[src/sv/upi_pkg.sv]
`default_nettype none
package upi_pkg;

  typedef enum logic [1:0] {
    OP_REGISTER = 2'd0,
    OP_MOVE     = 2'd1,
    OP_STOP     = 2'd2,
    OP_STATUS   = 2'd3
  } op_t;

  typedef enum logic [2:0] {
    ST_IDLE,
    ST_LOAD,
    ST_ROT,
    ST_MUL_X,
    ST_MUL_Y,
    ST_MUL_H,
    ST_DIV,
    ST_FIN
  } state_t;

  // One table entry: pose and held speeds.
  typedef struct packed {
    logic signed [31:0] px;
    logic signed [31:0] py;
    logic [15:0]        angle;
    logic signed [15:0] spd;
    logic signed [15:0] rate;
  } pose_t;

  localparam int unsigned CORDIC_MAX = 24;
  localparam logic [31:0] GAIN_Q30   = 32'd652032874;
  localparam logic [31:0] TURN_RECIP = 32'd10937044;
  localparam logic [31:0] POS_HALF   = 32'd2097152000;
  localparam int unsigned POS_SHIFT  = 22;
  localparam int unsigned DIV_NUM_W  = 41;
  // 2^20 = 1048 * 1000 + 576
  localparam int unsigned DIV_SPLIT  = 20;
  localparam logic [10:0] DIV_WHOLE  = 11'd1048;
  localparam logic [9:0]  DIV_FOLD   = 10'd576;
  // ceil(2^41 / 1000), exact for dividends below 2^31
  localparam logic [31:0] DIV_RECIP  = 32'd2199023256;
  localparam int unsigned DIV_RECIP_SHIFT = 41;

  // arctan(2^-i) with 2^32 per turn
  function automatic logic [31:0] atan_turn(input logic [4:0] i);
    logic [31:0] v;
    unique case (i)
      5'd0:  v = 32'd536870912;
      5'd1:  v = 32'd316933406;
      5'd2:  v = 32'd167458907;
      5'd3:  v = 32'd85004756;
      5'd4:  v = 32'd42667331;
      5'd5:  v = 32'd21354465;
      5'd6:  v = 32'd10679838;
      5'd7:  v = 32'd5340245;
      5'd8:  v = 32'd2670163;
      5'd9:  v = 32'd1335087;
      5'd10: v = 32'd667544;
      5'd11: v = 32'd333772;
      5'd12: v = 32'd166886;
      5'd13: v = 32'd83443;
      5'd14: v = 32'd41722;
      5'd15: v = 32'd20861;
      5'd16: v = 32'd10430;
      5'd17: v = 32'd5215;
      5'd18: v = 32'd2608;
      5'd19: v = 32'd1304;
      5'd20: v = 32'd652;
      5'd21: v = 32'd326;
      5'd22: v = 32'd163;
      5'd23: v = 32'd81;
      default: v = 32'd0;
    endcase
    return v;
  endfunction

endpackage
`default_nettype wire

[src/sv/upi_div1000.sv]
`default_nettype none
// Divide by 1000: fold the high part of the dividend down with
// 2^20 = 1048 * 1000 + 576, then divide the small term by a reciprocal multiply.
module upi_div1000 (
  input  wire logic                            clk,
  input  wire logic                            rst,
  input  wire logic                            start,
  input  wire logic [upi_pkg::DIV_NUM_W-1:0]   num,
  output logic                                 done,
  output logic [31:0]                          quo
);

  localparam int unsigned HW = upi_pkg::DIV_NUM_W - upi_pkg::DIV_SPLIT;

  logic [HW-1:0]                 hi;
  logic [upi_pkg::DIV_SPLIT-1:0] lo;
  logic [30:0] fold_sum;
  logic [31:0] whole;
  logic [30:0] fold_q;
  logic [31:0] whole_q;
  logic        step_q;
  logic [63:0] recip_prod;

  assign hi         = num[upi_pkg::DIV_NUM_W-1:upi_pkg::DIV_SPLIT];
  assign lo         = num[upi_pkg::DIV_SPLIT-1:0];
  assign fold_sum   = 31'(hi) * 31'(upi_pkg::DIV_FOLD) + 31'(lo);
  assign whole      = 32'(hi) * 32'(upi_pkg::DIV_WHOLE);
  assign recip_prod = 64'(fold_q) * 64'(upi_pkg::DIV_RECIP);

  always_ff @(posedge clk) begin
    if (rst) begin
      step_q <= 1'b0;
      done   <= 1'b0;
    end else begin
      step_q <= start;
      done   <= step_q;
    end
  end

  always_ff @(posedge clk) begin
    if (start) begin
      fold_q  <= fold_sum;
      whole_q <= whole;
    end
    if (step_q) begin
      quo <= whole_q + 32'(recip_prod[63:upi_pkg::DIV_RECIP_SHIFT]);
    end
  end

endmodule
`default_nettype wire

[config.mk]
export PLATFORM = sky130hd
export DESIGN_NAME = upi_div1000
export DESIGN_NICKNAME = d
export VERILOG_FILES = /design/src/sv/upi_pkg.sv /design/src/sv/upi_div1000.sv
export SDC_FILE = /design/constraint.sdc
export NUM_CORES = 1
export LEC_CHECK = 0
export ABC_AREA = 0
export BUFFER_PORTS_ARGS = -buffer_cell sky130_fd_sc_hd__buf_4
export CORE_UTILIZATION = 40
export CTS_BUF_LIST = sky130_fd_sc_hd__clkbuf_4
export DETAILED_ROUTE_END_ITERATION = 7
export SYNTH_ARGS = -nofsm -noshare
export SYNTH_HDL_FRONTEND = slang
export SYNTH_SLANG_ARGS = --single-unit
[constraint.sdc]
create_clock -name clk -period 21.8 [get_ports clk]
set_input_delay 3.27 -clock clk [delete_from_list [all_inputs] [get_ports clk]]
set_output_delay 3.27 -clock clk [all_outputs]
set_load 0.01 [all_outputs]
==> results of run 1 <==
[cells in the mapped netlist (17+ instances only)]
cell / number / area share
nor2_1: 65 / 0.011
edfxtp_1: 92 / 0.12
o21a_1: 19 / 0.0064
inv_1: 626 / 0.11
o21ai_1: 17 / 0.0038
nor3_1: 19 / 0.0043
nand2_1: 62 / 0.010
o21ai_0: 40 / 0.0090
xor2_1: 34 / 0.013
nand2b_1: 18 / 0.0051
ha_1: 513 / 0.29
xnor2_1: 66 / 0.026
fa_1: 305 / 0.28
a21o_1: 41 / 0.014
nand3_1: 25 / 0.0056
and3_1: 18 / 0.0051
a211oi_1: 19 / 0.0064
a21oi_1: 87 / 0.020
[flip-flops by register name, indices dropped and copies added, names as in the netlist]
name,flops
step_q,1
quo,32
fold_q,31
done,1
whole_q,29
[worst paths after layout]
check | slack [ns] | startpoint | to
hold / removal | 0.58 | whole_q[31] | quo[31]
setup / recovery | 11.99 | fold_q[9] | quo[26]
hold reg to reg | 0.58 | whole_q[31] | quo[31]
setup reg to reg | 11.99 | fold_q[9] | quo[26]
[placed cells by master (no fill, tap or decap), types with 4 or more instances in the layout]
cell type  synthesis  routed
a211oi_1          19      19
a21o_1            41      41
a21oi_1           87      87
a311o_1            4       4
a311oi_1           4       4
a31oi_1            7       7
and2_1             6       6
and3_1            18      18
and4_1             4       4
buf_4              1      77
clkbuf_4           0       9
edfxtp_1          92      92
fa_1             305     305
ha_1             513     513
inv_1            626     626
nand2_1           62      62
nand2b_1          18      18
nand3_1           25      25
nand4_1           10      10
nor2_1            65      65
nor2b_1           11      11
nor3_1            19      19
o2111ai_1          6       6
o211ai_1          11      11
o21a_1            19      19
o21ai_0           40      40
o21ai_1           17      17
o21bai_1          13      13
o31a_1             5       5
o31ai_1            8       8
xnor2_1           66      66
xor2_1            34      34
[logic make-up after synthesis]
logic type	after synthesis	synth area share
buffers and inverters	632	0.108
DFF	94	0.126
adders and majority gates	818	0.565
and+or+nand+nor	265	0.0613
AOI/OAI and AO/OA	321	0.0983
xor gates and xnor gates	101	0.0402
muxes	2	0.000903
[routing by layer]
metal | vias up | global-route usage | wire length [µm]
met1 | 7554 | 0.262 | 24800
li1 | 7467 | - | -
met3 | 71 | 0.0240 | 1580
met5 | - | 0 | 0
met4 | 0 | 0.0651 | 1600
met2 | 262 | 0.347 | 26900
[through the flow]
stage	util	cell area, µm²	instances
2_1_floorplan	-	22200	2233
3_3_place_gp	0.435	23600	3000
3_5_place_dp	0.435	23600	3000
4_1_cts	0.437	23700	3016
5_1_grt	0.437	23700	3018
6_report	0.437	23700	3018
[area by class of cell]
| class | count | share of cell area |
|---|---|---|
| inverters | 626 | 0.0991 |
| diodes | 2 | 0.000211 |
| well taps | 696 | 0.0367 |
| clock inverters | 7 | 0.00274 |
| repair buffers | 77 | 0.0244 |
| flip-flops and latches | 94 | 0.118 |
| multi-input cells | 1507 | 0.716 |
| clock buffers | 9 | 0.00285 |
==> impl_summary.txt, run 1 <==
----------------------------------------------------
[Clock tree]
  H-tree depth ... 3
  Cell chosen for the clock root ... clkbuf_4
  Quantity of hold-fixing buffers added after cts ... 0
  TritonCTS clock tree ... yes
  CTS sink cnt ... 94
  Register clock-pin slew on the reported worst setup and hold paths ... 0.17 ns
  Clock latency reported for the late side of the worst-skew pair ... 0.60 ns
  TritonCTS Buffers ... 9
  Number of setup buffers added after CTS ... 0
  Max clock buf depth ... 2
  Number of instances resized during post-cts repair ... 0

[Placed design]
  HPWL after detailed placement ... 48.6 mm
  Port Buffers ... 76
  Pre-CTS WS ... 12.00 ns
  Final weighted congestion of routability-driven global placement ... 0.901

[Critical path]
  Biggest fanout along the worst timing path ... 11
  Endpoint class of the critical path ... flip-flop
  Startpoint class of the critical path ... flip-flop
  Worst path slowest cell ... edfxtp_1
  Path depth of the worst reg2reg path ... 30
  Crit path DAT ... 10.16 ns
  Cell type with the highest occurrence count on the critical path ... fa_1
  Count of cell instances traversed by the critical path ... 30
  Endpoint required time on the critical path ... 22.15 ns
  Buffers & Inverters on Critical Path ... 4
  Setup Crit Path Kind ... reg2reg
  Top Family by Delay on Critical Path ... adder cells
  Largest stage delay on the critical path ... 0.87 ns

[Timing]
  Final critical-path setup slack ... 11.99 ns
  Final-layout worst hold slack ... 0.579 ns
  Finish-stage setup viols ... 0
  Worst-case headroom to the max-slew limit ... 0.418
  Number of pins with negative max-slew slack in the final report ... 0
  Slew at the pin closest to its max-slew limit ... 0.873 ns
  Shortest clock period the worst path allows after layout ... 9.81 ns
  Top achievable clock speed ... 102 MHz
  Unrepaired setup endpoints after global routing ... false
  Aggregate negative setup slack ... 0 ns
  Period utilisation layout ... 0.450
  Hold Vio Cnt, Final ... 0
  Final setup skew ... 0.0408 ns

[Outcome]
  Result of the run ... finished clean

[Global route]
  Initial antenna violation count ... 2
  Largest net degree at the start of global routing ... 62
  GR Overflow Total ... 0
  Total track usage ... 0.201
  Vias in the first global route ... 16214
  Global-route wire length before repair ... 87.4 mm

[Synthesis]
  Count of flip-flops with a built-in enable after synthesis ... 92
  Flip-flop and latch count after synthesis ... 94
  Number of instances in the synthesized netlist ... 2233
  Synthesized area per cell ... 9.93 µm²
  Primary FF master, synth ... edfxtp_1
  Synth unique cells ... 80
  Sequential cell area fraction in the yosys report ... 0.126
  Synthesis warning total ... 0
  Post-Syn Area ... 22200 µm²
  Total nets after synthesis ... 3095
  FFs w/ async S/R, synth ... 0

[Detailed routing]
  Number of detailed-route iterations in the first pass ... 5
  Remaining design rule violation count ... 0
  Routed Antenna Nets ... 0
  Via count ... 15354
  Routed wire per std cell ... 18.2 µm
  Aggregate routed wire length ... 54.9 mm
  Number of vias per cell after detailed routing ... 5.09
  Iter 0 DRT Violations ... 706

[Cells and area]
  Count of filler cells inserted in the layout ... 5259
  Layout overhead on the synthesized area ... 6.99%
  Area taken by flip-flops and latches ... 2800 µm²
  Number of nets in the layout ... 3177
  Area of combinational cells with multiple inputs ... 17000 µm²
  Proportion of layout cells with a drive suffix above 1 ... 0.0504

[Hold path]
  Min-delay worst type ... reg2reg
  Worst hold path depth ... 1

[Run]
  Number of max-cap violations ... 0

[Floorplanning]
  Die Footprint ... 56400 µm²
  I/O Pins ... 77
  Overall die height ... 237 µm
  Horizontal die dimension ... 237 µm
  Rows ... 85
  Area of the core ... 54200 µm²
  Effective utilization at floorplan ... 0.409

----------------------------------------------------
Power of run 1 is left out: the tool's default activity adds up to more than one toggle a clock period on the data nets, which glitch-free logic cannot reach.
==> run 2: changes to the inputs <==
==> constraint.sdc (replaced) <==
create_clock -name clk -period 9.75 [get_ports clk]
set_input_delay 1.4625 -clock clk [delete_from_list [all_inputs] [get_ports clk]]
set_output_delay 1.4625 -clock clk [all_outputs]
set_load 0.01 [all_outputs]
==> run 2 against run 1 <==
Effect of this change: hold slack improved by 0.022 ns; critical path type unchanged; final cell count increased by 1.2%; non-clock buffer count increased by 38; global-route usage increased by 0.080 points; die area unchanged; sequential share of layout area decreased by 0.16 points.
==> impl_summary.txt, run 2 (synthesis results as in run 1) <==
----------------------------------------------------
[Timing]
  Aggregate negative setup slack ... 0 ns (unchanged)
  Shortest clock period the worst path allows after layout ... 9.15 ns (was 9.81 ns)
  Slew at the pin closest to its max-slew limit ... 0.877 ns (was 0.873 ns)
  Number of pins with negative max-slew slack in the final report ... 0 (unchanged)
  Worst-case headroom to the max-slew limit ... 0.415 (was 0.418)
  Period utilisation layout ... 0.938 (was 0.450)
  Top achievable clock speed ... 109 MHz (was 102 MHz)
  Final setup skew ... 0.0415 ns (was 0.0408 ns)
  Finish-stage setup viols ... 0 (unchanged)
  Hold Vio Cnt, Final ... 0 (unchanged)
  Unrepaired setup endpoints after global routing ... false (unchanged)

[Critical path]
  Endpoint class of the critical path ... flip-flop (unchanged)
  Cell type with the highest occurrence count on the critical path ... fa_1 (unchanged)
  Startpoint class of the critical path ... flip-flop (unchanged)
  Top Family by Delay on Critical Path ... adder cells (unchanged)
  Endpoint required time on the critical path ... 10.08 ns (was 22.15 ns)
  Crit path DAT ... 9.47 ns (was 10.16 ns)
  Largest stage delay on the critical path ... 0.64 ns (was 0.87 ns)
  Biggest fanout along the worst timing path ... 8 (was 11)
  Buffers & Inverters on Critical Path ... 8 (was 4)
  Path depth of the worst reg2reg path ... 34 (was 30)
  Count of cell instances traversed by the critical path ... 34 (was 30)
  Worst path slowest cell ... edfxtp_1 (unchanged)
  Setup Crit Path Kind ... reg2reg (unchanged)

[Clock tree]
  CTS sink cnt ... 94 (unchanged)
  Clock latency reported for the late side of the worst-skew pair ... 0.55 ns (was 0.60 ns)
  TritonCTS clock tree ... yes (unchanged)
  TritonCTS Buffers ... 9 (unchanged)
  Register clock-pin slew on the reported worst setup and hold paths ... 0.18 ns (was 0.17 ns)
  Cell chosen for the clock root ... clkbuf_4 (unchanged)
  H-tree depth ... 3 (unchanged)
  Quantity of hold-fixing buffers added after cts ... 0 (unchanged)
  Max clock buf depth ... 2 (unchanged)

[Run]
  Number of max-cap violations ... 0 (unchanged)

[Detailed routing]
  Iter 0 DRT Violations ... 688 (was 706)
  Remaining design rule violation count ... 0 (unchanged)
  Routed Antenna Nets ... 0 (unchanged)
  Aggregate routed wire length ... 55.6 mm (was 54.9 mm)
  Number of vias per cell after detailed routing ... 5.10 (was 5.09)
  Number of detailed-route iterations in the first pass ... 5 (unchanged)
  Via count ... 15576 (was 15354)
  Routed wire per std cell ... 18.2 µm (about the same)

[Cells and area]
  Most flop-heavy register ... quo (unchanged)
  Layout overhead on the synthesized area ... 8.47% (was 6.99%)
  Number of nets in the layout ... 3215 (was 3177)
  Number of flip-flops under the largest register name ... 32 (unchanged)
  Most frequent cells in the layout ... 626 x inv_1, 513 x ha_1, 305 x fa_1 (unchanged)
  Commonest non-fill, non-tap cell in the layout ... inv_1 (unchanged)
  Proportion of layout cells with a drive suffix above 1 ... 0.0683 (was 0.0504)
  Biggest regs ... quo x32, fold_q x31, whole_q x29 (unchanged)

[Floorplanning]
  Overall die height ... 237 µm (unchanged)
  Rows ... 85 (unchanged)
  I/O Pins ... 77 (unchanged)
  Area of the core ... 54200 µm² (unchanged)
  Die Footprint ... 56400 µm² (unchanged)
  Effective utilization at floorplan ... 0.409 (unchanged)
  Horizontal die dimension ... 237 µm (unchanged)

[Hold path]
  Min-delay worst type ... reg2reg (unchanged)
  Worst hold path depth ... 1 (unchanged)

[Global route]
  GR Overflow Total ... 0 (unchanged)
  Vias in the first global route ... 16635 (was 16214)
  Global-route wire length before repair ... 88.2 mm (was 87.4 mm)
  Initial antenna violation count ... 1 (was 2)
  Largest net degree at the start of global routing ... 62 (unchanged)
  Total track usage ... 0.202 (was 0.201)

[Placed design]
  Port Buffers ... 76 (unchanged)
  HPWL after detailed placement ... 49.4 mm (was 48.6 mm)
  Final weighted congestion of routability-driven global placement ... 0.947 (was 0.901)

[Outcome]
  Result of the run ... finished clean (unchanged)

----------------------------------------------------
## run 2: timing repair
action,4_1_cts,5_1_grt
setup endpoints to repair,0,10
hold endpoints to repair,0,0
buffers inserted,0,18
gates resized for setup,0,6
## run 2: final cells by class
type	count	area, µm²
flip-flops and latches	94	2800
repair buffers	115	863
inverters	626	2350
clock inverters	7	72.6
well taps	696	871
clock buffers	9	67.6
diodes	1	2.50
multi-input cells	1507	17000
fillers	5233	30200
## run 2: final timing paths
path	from	to	slack (ns)
max	fold_q[8]	quo[26]	0.60
min	whole_q[31]	quo[31]	0.60
max reg2reg	fold_q[8]	quo[26]	0.60
min reg2reg	whole_q[31]	quo[31]	0.60
## run 2: layer usage
| layer | track usage | up-vias | wire, µm |
|---|---|---|---|
| li1 | - | 7536 | - |
| met1 | 0.265 | 7697 | 24900 |
| met2 | 0.345 | 260 | 27100 |
| met3 | 0.0245 | 83 | 1890 |
| met4 | 0.0678 | 0 | 1730 |
| met5 | 0 | - | 0 |
## run 2: metrics by stage
stage	hold WS, ns	instances	util	area, µm²	setup WS [ns]
after floorplan	0.526	2233	-	22200	1.27
final	0.601	3055	0.443	24000	0.603
after CTS	0.612	3036	0.440	23900	0.282
after global routing	0.617	3055	0.443	24000	0.0209
after global placement	0.561	3020	0.437	23700	0.406
after detailed placement	0.563	3020	0.437	23700	0.326
Power of run 2 is left out for the same reason.
